$ cat src/design/dlpo_pkg.sv
// shared types and constants of the dust sensor low pulse occupancy averager
// no dependencies; imported by the divider, datapath, controller and top level
`default_nettype none

package dlpo_pkg;

   // configuration port
   localparam int CSR_IDX_W  = 4;
   localparam int CSR_DATA_W = 16;
   localparam logic [CSR_IDX_W-1:0] CSR_PERIOD_MS = 4'd0;
   localparam logic [CSR_IDX_W-1:0] CSR_WINDOWS   = 4'd1;

   localparam logic [15:0] PERIOD_RESET  = 16'd30000;
   localparam logic [4:0]  WINDOWS_RESET = 5'd5;
   localparam logic [4:0]  WINDOWS_MAX   = 5'd16;

   // result limits
   localparam logic [22:0] PCT_MAX  = 23'd6553600;
   localparam logic [28:0] CONC_MAX = 29'd304640159;

   // shared restoring divider: 45-bit dividend, 16-bit divisor, 29-bit quotient
   localparam int DIV_N_W = 45;
   localparam int DIV_D_W = 16;
   localparam int DIV_Q_W = 29;

   // polynomial offset, 62 << 16
   localparam logic [DIV_N_W-1:0] CONC_OFFSET  = 45'd4063232;

   // polynomial scale: sum / 25600 = (sum >> 10) / 25
   // upper and lower 16-bit halves split with 2^16 = 25 * 2621 + 11,
   // the small remainder part divided by a reciprocal exact below 2^21
   localparam int          SCALE_SHIFT  = 10;
   localparam logic [11:0] SCALE_HI_MUL = 12'd2621;
   localparam logic [3:0]  SCALE_LO_MUL = 4'd11;
   localparam logic [21:0] RECIP_25     = 22'd2684355;   // ceil(2^26 / 25)
   localparam int          RECIP_SHIFT  = 26;

   typedef enum logic [1:0] {
      DIV_SEL_PCT,
      DIV_SEL_AVG
   } div_sel_type;

   typedef struct packed {
      logic        tick;
      logic        div_start;
      div_sel_type div_sel;
      logic        cap_pct;
      logic        calc_sq;
      logic        calc_cube;
      logic        calc_sum1;
      logic        calc_sum2;
      logic        calc_scale;
      logic        cap_conc;
      logic        cap_avg;
      logic        out_load;
   } dp_cmd_type;

   typedef struct packed {
      logic close;
      logic div_done;
   } dp_status_type;

endpackage

`default_nettype wire

$ cat src/design/dlpo_controller.sv
// controller: input handshake, window close sequence, result valid
// depends on dlpo_pkg for the command and status structs
`default_nettype none

module dlpo_controller (
   input  wire logic                     clock,
   input  wire logic                     reset,
   input  wire logic                     req_valid,
   output logic                          req_stall,
   output logic                          rsp_valid,
   input  wire logic                     rsp_stall,
   output dlpo_pkg::dp_cmd_type          cmd,
   input  wire dlpo_pkg::dp_status_type  status
);
   import dlpo_pkg::*;

   typedef enum logic [3:0] {
      S_IDLE,
      S_PCT_GO,
      S_PCT_WAIT,
      S_SQ,
      S_CUBE,
      S_SUM1,
      S_SUM2,
      S_SCALE,
      S_CONC,
      S_AVG_GO,
      S_AVG_WAIT,
      S_OUT
   } state_type;

   state_type state_ff, state_in;
   logic      rsp_valid_ff, rsp_valid_in;
   logic      accept;
   logic      out_free;

   assign accept   = req_valid && (state_ff == S_IDLE);
   assign out_free = !rsp_valid_ff || !rsp_stall;

   // command decode and next state
   always_comb begin
      cmd          = '0;
      cmd.div_sel  = DIV_SEL_PCT;
      state_in     = state_ff;
      unique case (state_ff)
         S_IDLE: begin
            cmd.tick = accept;
            if (accept && status.close)
               state_in = S_PCT_GO;
         end
         S_PCT_GO: begin
            cmd.div_start = 1'b1;
            cmd.div_sel   = DIV_SEL_PCT;
            state_in      = S_PCT_WAIT;
         end
         S_PCT_WAIT: begin
            if (status.div_done) begin
               cmd.cap_pct = 1'b1;
               state_in    = S_SQ;
            end
         end
         S_SQ: begin
            cmd.calc_sq = 1'b1;
            state_in    = S_CUBE;
         end
         S_CUBE: begin
            cmd.calc_cube = 1'b1;
            state_in      = S_SUM1;
         end
         S_SUM1: begin
            cmd.calc_sum1 = 1'b1;
            state_in      = S_SUM2;
         end
         S_SUM2: begin
            cmd.calc_sum2 = 1'b1;
            state_in      = S_SCALE;
         end
         S_SCALE: begin
            cmd.calc_scale = 1'b1;
            state_in       = S_CONC;
         end
         S_CONC: begin
            cmd.cap_conc = 1'b1;
            state_in     = S_AVG_GO;
         end
         S_AVG_GO: begin
            cmd.div_start = 1'b1;
            cmd.div_sel   = DIV_SEL_AVG;
            state_in      = S_AVG_WAIT;
         end
         S_AVG_WAIT: begin
            if (status.div_done) begin
               cmd.cap_avg = 1'b1;
               state_in    = S_OUT;
            end
         end
         S_OUT: begin
            if (out_free) begin
               cmd.out_load = 1'b1;
               state_in     = S_IDLE;
            end
         end
         default: state_in = S_IDLE;
      endcase
   end

   // result valid: set on load, held while the receiver stalls
   always_comb begin
      rsp_valid_in = rsp_valid_ff && rsp_stall;
      if (cmd.out_load)
         rsp_valid_in = 1'b1;
   end

   always_ff @(posedge clock) begin
      if (reset) begin
         state_ff     <= S_IDLE;
         rsp_valid_ff <= 1'b0;
      end else begin
         state_ff     <= state_in;
         rsp_valid_ff <= rsp_valid_in;
      end
   end

   assign req_stall = (state_ff != S_IDLE);
   assign rsp_valid = rsp_valid_ff;

endmodule

`default_nettype wire
$ cat config.mk
export PLATFORM = sky130hd
export DESIGN_NAME = dlpo_controller
export DESIGN_NICKNAME = d
export VERILOG_FILES = /design/src/design/dlpo_pkg.sv /design/src/design/dlpo_controller.sv
export SDC_FILE = /design/constraint.sdc
export NUM_CORES = 1
export LEC_CHECK = 0
export ABC_CLOCK_PERIOD_IN_PS = 2220
export BUFFER_PORTS_ARGS = -buffer_cell sky130_fd_sc_hd__buf_4
export CAP_MARGIN = 20
export CORE_AREA = 2 2 39 41
export CTS_CLUSTER_SIZE = 16
export DETAILED_ROUTE_END_ITERATION = 8
export DIE_AREA = 0 0 41 43
export PLACE_DENSITY_LB_ADDON = 0.12
export SLEW_MARGIN = 20
export SYNTH_ARGS = -nofsm -noshare
export SYNTH_HDL_FRONTEND = slang
export SYNTH_SLANG_ARGS = --single-unit
$ cat constraint.sdc
create_clock -name clock -period 2.22 [get_ports clock]
set_input_delay 0.111 -clock clock [delete_from_list [all_inputs] [get_ports clock]]
set_output_delay 0.111 -clock clock [all_outputs]
set_load 0.05 [all_outputs]
==> impl_summary.md, run 1 <==
Floorplan
The floorplan has 14 rows. The area of the core is 0.00138 mm^2. The width of the chip is 41 um.

The full die area is 0.00176 mm^2. The initial standard-cell utilization of the core is 25.9%. From bottom edge to top edge, the die measures 43 um. Pin placement for this block handled 21 I/O pins.

Global route
Global routing used 11.4% of the available tracks. For this run the aggregate overflow at the end of global routing stands at 0. The first-pass GRT wire length is 1.35 mm.

The initial antenna violation count came to 0. The pin count of the biggest net entering global routing is 12. The via count of the first global-routing pass came to 321.

Timing
The final critical delay including setup and external delays is 1.62 ns. In the finished design, the share of the clock period the worst path needs comes to 73.1%. The aggregate negative setup slack is 0 ns.

The number of max-slew violations in the final report is 0. Setup repair after global routing left no endpoint under its margin. The highest achievable clock rate is 616 MHz.

Across the routed clock network, the largest skew measured is 0.00294 ns. The number of setup violations in the final report is 0. In the post-route analysis, the smallest setup slack over all paths is 0.597 ns. The final number of hold-violating endpoints is 0.

Clock tree
CTS placed an instance of clkbuf_4 at the clock tree root. The clock passes through at most 2 buffers. The number of buffers inserted to repair setup after CTS is 0.

The clock reaches the later pin of the worst-skew pair after 0.24 ns. After clock tree synthesis, the flow added hold-fix buffers numbering 0. The number of resized instances in the post-cts repair step is 0.

The clock net in this run drives a total of 5 sinks. Clock-pin slew was measured on the worst setup and hold paths at 0.04 ns. Counting the buffers created by CTS gives 3. The depth of the CTS H-tree is 1.

The CTS tree is yes.

Logic synthesis
Synthesis inferred 5 register bits. The dominant cell type by area after synthesis is dfxtp_1. The Yosys step of the flow raised 0 warnings. The top cell type by area accounts for 27.9% of the synthesized area. Counting every instance in the synthesized netlist gives 45. The mean area per synthesized cell is 7.98 um^2.

Synthesis produced a netlist with a net count of 51. Of the synthesized area, sequential elements account for 27.9%. Yosys attributes the largest share of cell area to dfxtp_1, nor2_1, nor3_1. After synthesis, the netlist uses 24 different library cells. The synthesized netlist occupies a cell area of 359 um^2.

Setup path
In this run the worst setup path begins at state_ff[3]. For this run, the slowest stage of the critical path takes 0.55 ns. The worst setup path is of the flop to primary output kind. Grouping stages by cell kind, the critical path spends the most delay in flip-flops. The worst register-to-register path begins at state_ff[3]. The slowest stage of the critical path belongs to the cell dfxtp_1. The endpoint of the worst register-to-register path is state_ff[0]. For the worst setup path, the data required time is 2.11 ns. The depth of the worst register-to-register path is 3.

STA classifies the critical path endpoint as a primary output. Traced cell by cell, the critical path runs through nand2b_4 -> or2_4 -> a21oi_1 -> buf_4. The data arrival at the endpoint of the critical path is 1.51 ns. The setup slack on the worst flop-to-flop path is 0.97 ns. The worst setup path is launched from a flop.

The buffer and inverter count on the worst path is 1. Of all nets on the critical path, the largest fanout is 10.

Power and ir drop
The internal portion of the total power is 0.000191 W. The share of power burned in the clock network is 35.4%. The share of total power in sequential cells is 35.7%. The maximum vdd drop is 0.305 mV. For this design the static power due to leakage is 0.221 nW. The net switching power is 0.000101 W. Combinational cells account for 28.9% of the total power. Net switching is 34.5% of the power.

The areal power density over the cells is 574 mW/mm^2.

Routing
The count of nets left with antenna violations once routing finished came out at 0. The number of iterations in the first detailed-routing pass is 4. In this run, the number of DRC markers left after iteration 0 of detailed routing was 5. Across all layers, the routed design uses 381 vias. The average wire length per cell after detail routing is 11.0 um. For this block, the routed nets add up to 872 um of wire. The number of remaining DRC errors is 0. In the routed layout, each cell is associated on average with a via count of 4.82.

Final layout
The final layout net count is 70. Cells with a size suffix above 1 make up 42.9% of the layout. The filler cells instantiated in the layout total 163. The multi-input combinational cells in the finished layout cover a total of 220 um^2.

The repair_antennas step left the layout with diodes totalling 0. Excluding fillers, the count of instances in the completed layout stands at 79. In the final layout, flip-flops and latches occupy 100 um^2. Relative to the synthesized area, the layout overhead comes to 41.8%.

Worst hold path
The worst hold path terminates at rsp_valid. The class of the worst hold path is input port to flop. The worst hold path was traced through 2 stages. The startpoint of the lowest-slack hold path is reset.

Flow run
Across the run, the number of max-cap violations was 0.

Place
In this run the tool buffered the top-level ports with 19 buffer cells. The post-placement setup slack is 0.856 ns. The weighted congestion reported at the end of routability-driven placement is 0.716. The final HPWL from detailed placement is 651 um.

The total placed cells including tap cells is 75.

Run status
The run finished with clean final reports.
[kinds of logic after synthesis]
logic type	after synthesis	synth area share [%]
flops	5	27.9
xor+xnor	1	2.44
buf+inv	5	10.8
compound gates	10	22.3
other cells	1	1.04
simple gates	23	35.5
[area by class of cell]
type	count	area share (%)
multi-input cells	35	43.2
repair buffers	19	28.0
flip-flops and latches	5	19.7
clock buffers	4	5.16
well taps	16	3.93
[state kept, by name, summed over array words and instances, names as in the netlist]
signal,count
rsp_valid,1
state_ff,4
[cell usage after synthesis]
cell       instances
nand3b_1           1
o32ai_2            1
nor3_1             5
a211oi_1           1
nand2_1            2
nand2b_1           3
nor2_1             7
buf_4              3
nand2b_4           1
buf_2              1
or2_4              1
xor2_1             1
nand2_2            1
dfxtp_1            5
buf_6              1
and3_1             1
a2111oi_1          1
o21ba_2            1
a31oi_1            2
o21ai_1            1
a2111oi_0          1
conb_1             1
nor3b_1            1
a21oi_1            2
[worst reg2reg max path, delay by kind of cell, from the launching register on]
kind             cells  cell delay (ns)
AO/OA/AOI/OAI        1             0.23
flip-flops           1             0.55
AND/OR/NAND/NOR      2             0.38
[stage by stage]
stage / power (W) / util, % / cell area, um^2 / hold slack, ns
2_1_floorplan: 0.000168 / - / 359 / 0.180
3_3_place_gp: 0.000191 / 34.9 / 483 / 0.335
5_1_grt: 0.000307 / 36.8 / 509 / 0.0857
3_5_place_dp: 0.000190 / 34.9 / 483 / 0.327
4_1_cts: 0.000300 / 36.8 / 509 / 0.0672
6_report: 0.000292 / 36.8 / 509 / 0.0803
[layer usage]
layer  up-vias  part of all wire (%)  global-route usage, %
met5         -                     0                      0
met4         0                     0                   10.0
met3         0                   6.1                   1.57
met2        15                    48                   14.7
met1       171                    46                   15.5
li1        195                     -                      -
[how the worst max path moves through the flow]
stage                     endpoint  slack [ns]  cells after the start
after detailed placement    cmd[0]        0.86                      4
after floorplan             cmd[4]        0.34                      3
final                       cmd[0]        0.60                      4
after global placement      cmd[0]        0.82                      4
after CTS                   cmd[0]        0.58                      4
after global routing        cmd[0]        0.48                      4
[power by group through the flow]
| stage | registers [W] | clock network (W) | logic (W) |
|---|---|---|---|
| finish | 0.000104 | 0.000104 | 0.0000844 |
| global route | 0.000105 | 0.000112 | 0.0000900 |
| CTS | 0.000104 | 0.000111 | 0.0000850 |
| detailed placement | 0.000106 | 0 | 0.0000849 |
| global placement | 0.000105 | 0 | 0.0000854 |
| floorplan | 0.0000965 | 0 | 0.0000716 |
[cell usage in the layout (no fill, tap or decap), types with 2 or more instances in the layout]
master / n
nor3_1: 5
buf_4: 19
nand2_1: 2
a21oi_1: 2
a31oi_1: 2
clkbuf_4: 3
dfxtp_1: 5
nand2b_1: 3
nor2_1: 7
Power figures use the tool's default switching activity.
==> run 2, diff against run 1 <==
Settings changed: ABC_CLOCK_PERIOD_IN_PS 2220 to 1500.
Clock period 2.22 ns to 1.5 ns, I/O delays scaled along.
==> impl_summary.md, run 2 (same netlist as run 1, synthesis figures left out) <==
Timing
The final number of hold-violating endpoints was 0 (unchanged). The number of setup violations in the final report is 0 (unchanged). Measured against its own limit, the worst slew margin works out to 64.2%. The share of the clock period used by the worst path after layout is 95.9%. The clock skew is 0.000773 ns (-0.00217 ns). The aggregate negative setup slack was 0 ns (unchanged). Based on the critical path, the design can be clocked at up to 695 MHz. The number of max-slew violations in the final report is 0 (unchanged). At the pin with the least slew margin, the transition time is 0.535 ns. The final worst slack is 0.0618 ns (-0.535 ns). Setup repair after global routing left no endpoint under its margin. The final critical delay including setup and external delays is 1.44 ns.

Routing
The number of vias per cell after detailed routing is 4.72 (-2.1%). The total number of vias is 387 (+1.6%). The violation count after the first detailed-routing iteration is 4 (-1). The number of iterations in the first detailed-routing pass is 2 (-2).

The post-route antenna net violation count was 0 (unchanged). The average wire length per cell after detail routing came to 11.5 um (+4.1%). The number of remaining DRC errors is 0 (unchanged).

The final wirelength is 942 um (+8.0%).

Clock tree
The post-CTS clock slew at the launch and capture registers of the worst setup and hold paths was 0.04 ns (about the same). The number of buffers inserted for hold repair after clock tree synthesis is 0 (unchanged). The maximum root-to-sink buffer count was 2 (unchanged). TritonCTS built the clock tree. CTS placed an instance of clkbuf_4 at the clock tree root. The number of buffers added by the clock tree synthesis step is 3 (unchanged). The depth of the CTS H-tree is 1 (unchanged). The clock latency on the worst-skew pair is 0.24 ns (about the same). The number of clock sinks seen by CTS came to 5 (unchanged).

Setup path
The data arrival at the endpoint of the critical path is 1.36 ns (-0.15 ns). The required time at the endpoint of the critical path is 1.42 ns (-0.69 ns). By startpoint and endpoint, the worst setup path is classified as flop to primary output. The maximum fanout along the worst path was 11 (+1). The critical path startpoint category is a flop. STA classifies the critical path endpoint as a primary output.

Final layout
The fraction of final layout cells with drive strength greater than 1 came to 60.6% (+18 points). Leaving out fill and tap cells, the most frequent cell in the layout is buf_4. The register with the most flip-flops in the final layout is state_ff. The flip-flop count of the largest register after layout came to 4 (unchanged). The final layout net count is 73 (+4.3%). The area growth from synthesis to layout is 58.9%.

In the layout the commonest cells are buf_4, nor2_1, nor3_2. The number of antenna diodes is 0 (unchanged).

Floorplan
The width of the chip is 41 um (unchanged). The full die area is 0.00176 mm^2 (unchanged). The chip height is 43 um (unchanged).

The number of top-level pins came to 21 (unchanged). The area of the core is 0.00138 mm^2 (unchanged). The initial standard-cell utilization of the core came to 25.9% (unchanged). The cell row count is 14 (unchanged).

Run status
The flow ran to the end, and the final reports show no timing, DRC or antenna violations.

Power and ir drop
The areal power density over the cells is 782 mW/mm^2 (+36%). The leakage power was 0.255 nW (+16%). The maximum vdd drop is 0.524 mV (+72%).

Global route
The pin count of the biggest net entering global routing is 12 (unchanged). The initial antenna violation count was 0 (unchanged). The remaining global-route overflow is 0 (unchanged). The global routing usage summed across all routing layers is 12.4% (+1.1 points). The first-pass GRT wire length is 1.47 mm (+9.2%). The via count of the first global-routing pass is 336 (+4.7%).

Place
The final HPWL from detailed placement is 725 um (+11%). The count of port buffers added during placement is 19 (unchanged). The post-placement setup slack was 0.202 ns (-0.653 ns).

The weighted congestion reported at the end of routability-driven placement is 0.753 (+5.2%).

Worst hold path
The class of the worst hold path is input port to flop.

Flow run
The max-cap check violation count is 0 (unchanged).
==> run 2: cell types whose count changed in the layout (fill, tap and decap cells not counted), sizes merged <==
| cell | change |
|---|---|
| buf | +3 |
==> run 2: layout make-up <==
class,instances,area [um^2]
Fill cell,147,813
Multi-Input combinational cell,35,251
Timing Repair Buffer,22,169
Sequential cell,5,104
Clock buffer,4,26.3
Tap cell,16,20.0
==> run 2: per-stage QoR <==
step | util [%] | area [um^2] | cells | power [W] | hold WS, ns
after floorplan | - | 390 | 45 | 0.000253 | 0.144
after global placement | 38.8 | 537 | 78 | 0.000294 | 0.305
after detailed placement | 38.8 | 537 | 78 | 0.000295 | 0.297
after CTS | 41.0 | 567 | 82 | 0.000452 | 0.0446
after global routing | 41.2 | 571 | 82 | 0.000471 | 0.0422
final | 41.2 | 571 | 82 | 0.000446 | 0.0453
==> run 2: worst paths after layout <==
| check | cells after the start | slack [ns] | from | endpoint |
|---|---|---|---|---|
| worst max-delay path | 4 | 0.06 | state_ff[2] | cmd[0] |
| worst min-delay path | 2 | 0.05 | reset | rsp_valid |
| worst max register to register | 2 | 0.30 | state_ff[3] | state_ff[0] |
| worst min register to register | 2 | 0.60 | rsp_valid | rsp_valid |
==> run 2: worst max-delay path: stages (launching register included) <==
cell and delay [ns]:
dfxtp_2 0.38, nand2b_4 0.19, or2_4 0.27, a21oi_2 0.12, buf_6 0.17
==> run 2: report_power, final <==
part           internal, W  switching, W
registers         0.000140     0.0000118
logic            0.0000501     0.0000905
clock network     0.000100     0.0000532
==> run 2: per-layer routing <==
metal	GRT usage (%)	vias up	routed length [um]
li1	-	199	-
met1	17.0	174	411
met2	17.5	14	463
met3	4.71	0	67
met4	4.00	0	0
met5	0	-	0
==> run 2: timing repair <==
item / 4_1_cts / 5_1_grt
hold endpoints to repair: 0 / 0
buffers inserted: 0 / 0
pin swaps: 0 / 0
resized for setup: 3 / 1
setup endpoints to repair: 2 / 1
==> run 3, diff against run 2 <==
Settings changed: PLACE_DENSITY_LB_ADDON 0.12 to 0.15.
==> impl_summary.md, run 3 (same netlist as run 1, synthesis figures left out) <==
Routing
The number of iterations in the first detailed-routing pass is 4 (+2). The sum of met2 wire segment lengths after detailed routing is 455 um (-1.7%). The length of routed wiring on met1 was 385 um (-6.3%). The number of vias per cell after detailed routing is 4.94 (+4.7%). The total number of vias is 405 (+4.7%). The post-route antenna net violation count is 0 (unchanged). The number of remaining DRC errors is 0 (unchanged).

After detailed routing, no signal wire sits above met4. The final wirelength is 917 um (-2.7%). The average wire length per cell after detail routing is 11.2 um (-2.7%). The violation count after the first detailed-routing iteration is 3 (-1). The routed length on met3 is 62 um (-7.5%).

Power and ir drop
The internal power summed over all cells is 0.000289 W (-0.63%). The leakage power is 0.254 nW (-0.44%). The switching share of power is 35.7% (+0.87 points).

The share of total power in sequential cells is 34.0% (about the same). The share of power burned in the clock network is 35.4% (+1.0 points). The areal power density over the cells is 788 mW/mm^2 (+0.72%).

The combinational group share of total power is 30.6% (-0.9 points). The net switching power is 0.000160 W (+3.2%). The total power was 0.000449 W (+0.72%).

The maximum vdd drop is 0.566 mV (+8.0%).

Setup path
The depth of the worst register-to-register path is 2 (unchanged). The required time at the endpoint of the critical path is 1.42 ns (about the same). The instance count on the critical path is 4 (unchanged). The buffer and inverter count on the worst path is 1 (unchanged). The critical path goes through nand2b_4 -> or2_4 -> a21oi_2 -> buf_6. The cell family contributing the most delay on the critical path is simple AND/OR/NAND/NOR gates. The class of the most critical setup path is flop to primary output.

The data arrival at the endpoint of the critical path was 1.37 ns (about the same). The worst setup path is captured at a primary output. The worst setup path is launched from a flop. The setup slack on the worst flop-to-flop path is 0.32 ns (+0.02 ns). The highest-delay cell along the critical path is dfxtp_2. The highest cell delay on the worst timing path is 0.37 ns (about the same). The maximum fanout along the worst path is 11 (unchanged).

Clock tree
The number of buffers added by the clock tree synthesis step is 3 (unchanged). The post-CTS clock slew at the launch and capture registers of the worst setup and hold paths is 0.04 ns (about the same). The number of clock sinks seen by CTS is 5 (unchanged). CTS placed an instance of clkbuf_4 at the clock tree root. The number of buffers inserted to repair setup after CTS is 0 (unchanged). The number of resized instances in the post-cts repair step is 3 (unchanged).

The CTS tree is yes. The maximum root-to-sink buffer count was 2 (unchanged). The clock latency on the worst-skew pair came to 0.24 ns (about the same). The depth of the CTS H-tree is 1 (unchanged). The number of buffers inserted for hold repair after clock tree synthesis is 0 (unchanged).

Timing
The relative slew slack is 65.4% (+1.1 points). The aggregate negative setup slack is 0 ns (unchanged). The clock skew is 0.000228 ns (-0.000545 ns). Setup repair after global routing left no endpoint under its margin. The number of max-slew violations in the final report was 0 (unchanged).

The worst-margin pin slew is 0.518 ns (-0.0167 ns). The number of setup violations in the final report is 0 (unchanged). The highest achievable clock rate is 694 MHz (-0.16%). The final critical delay including setup and external delays is 1.44 ns (+0.00234 ns).

The final number of hold-violating endpoints is 0 (unchanged). The minimum hold slack is 0.0421 ns (-0.00327 ns). The share of the clock period used by the worst path after layout came to 96.0% (+0.16 points).

Global route
The initial antenna violation count is 0 (unchanged). The remaining global-route overflow is 0 (unchanged). The global routing usage summed across all routing layers is 12.0% (-0.40 points). The pin count of the biggest net entering global routing is 12 (unchanged).

The first-pass GRT wire length is 1.45 mm (-1.4%). The via count of the first global-routing pass is 362 (+7.7%).

Flow run
The max-cap check violation count is 0 (unchanged).

Final layout
Leaving out fill and tap cells, the most frequent cell in the layout is buf_4. The number of antenna diodes is 0 (unchanged). The library cells used most frequently in the layout, excluding fill and tap cells, are buf_4, nor2_1, nor3_2. The final design area excluding fillers was 571 um^2 (unchanged). The final non-filler cell total was 82 (unchanged). The flip-flop count of the largest register after layout is 4 (unchanged). The area growth from synthesis to layout is 58.9% (unchanged).

state_ff holds more flip-flops than any other register. The final layout net count came to 73 (unchanged). The fraction of final layout cells with drive strength greater than 1 is 60.6% (unchanged).

Place
The cell area after placement came to 537 um^2 (unchanged). The total placed cells including tap cells is 78 (unchanged). The weighted congestion reported at the end of routability-driven placement came to 0.746 (-0.85%).

The final HPWL from detailed placement is 699 um (-3.5%). The count of port buffers added during placement is 19 (unchanged).

Floorplan
The number of top-level pins came to 21 (unchanged). The chip height is 43 um (unchanged). The area of the core is 0.00138 mm^2 (unchanged). The width of the chip is 41 um (unchanged). The initial standard-cell utilization of the core is 25.9% (unchanged).

The cell row count is 14 (unchanged). The full die area is 0.00176 mm^2 (unchanged).

Worst hold path
The class of the worst hold path is input port to flop. The count of cells along the worst hold path came to 2 (unchanged).

Run status
The run finished with clean final reports.
[run 3: path summary, 6_finish.rpt]
| check | from | endpoint |
|---|---|---|
| setup / recovery | state_ff[2] | cmd[0] |
| hold / removal | reset | rsp_valid |
| hold reg to reg | state_ff[3] | state_ff[2] |
| setup reg to reg | state_ff[3] | state_ff[0] |
[run 3: cell type report]
| class | count | area [um^2] |
|---|---|---|
| fill | 155 | 813 |
| multi-input combinational | 35 | 251 |
| timing repair buffer | 22 | 169 |
| sequential | 5 | 104 |
| clock buffer | 4 | 26.3 |
| tap | 16 | 20.0 |
[run 3: power by group through the flow]
stage / registers [W] / logic, W / clock network (W)
floorplan: 0.000143 / 0.000110 / 0
global placement: 0.000154 / 0.000138 / 0
detailed placement: 0.000154 / 0.000137 / 0
CTS: 0.000153 / 0.000138 / 0.000166
global route: 0.000154 / 0.000145 / 0.000172
finish: 0.000153 / 0.000137 / 0.000159
[run 3: metal layers]
layer  GRT usage, %  up-vias
met5              0        -
met4           7.33        0
met3           5.24        2
met2           15.3       15
met1           16.0      188
li1               -      200
[run 3: worst register-to-register path, stage by stage, from the launching register on]
cell and delay [ns]:
dfxtp_2 0.37, a2111oi_1 0.53, o32ai_2 0.14
[run 3: through the flow]
step | utilization (%) | worst slack [ns]
3_5_place_dp | 38.8 | 0.210
4_1_cts | 41.0 | 0.0310
6_report | 41.2 | 0.0595
5_1_grt | 41.2 | 0.00942
3_3_place_gp | 38.8 | 0.203
2_1_floorplan | - | 0.0873
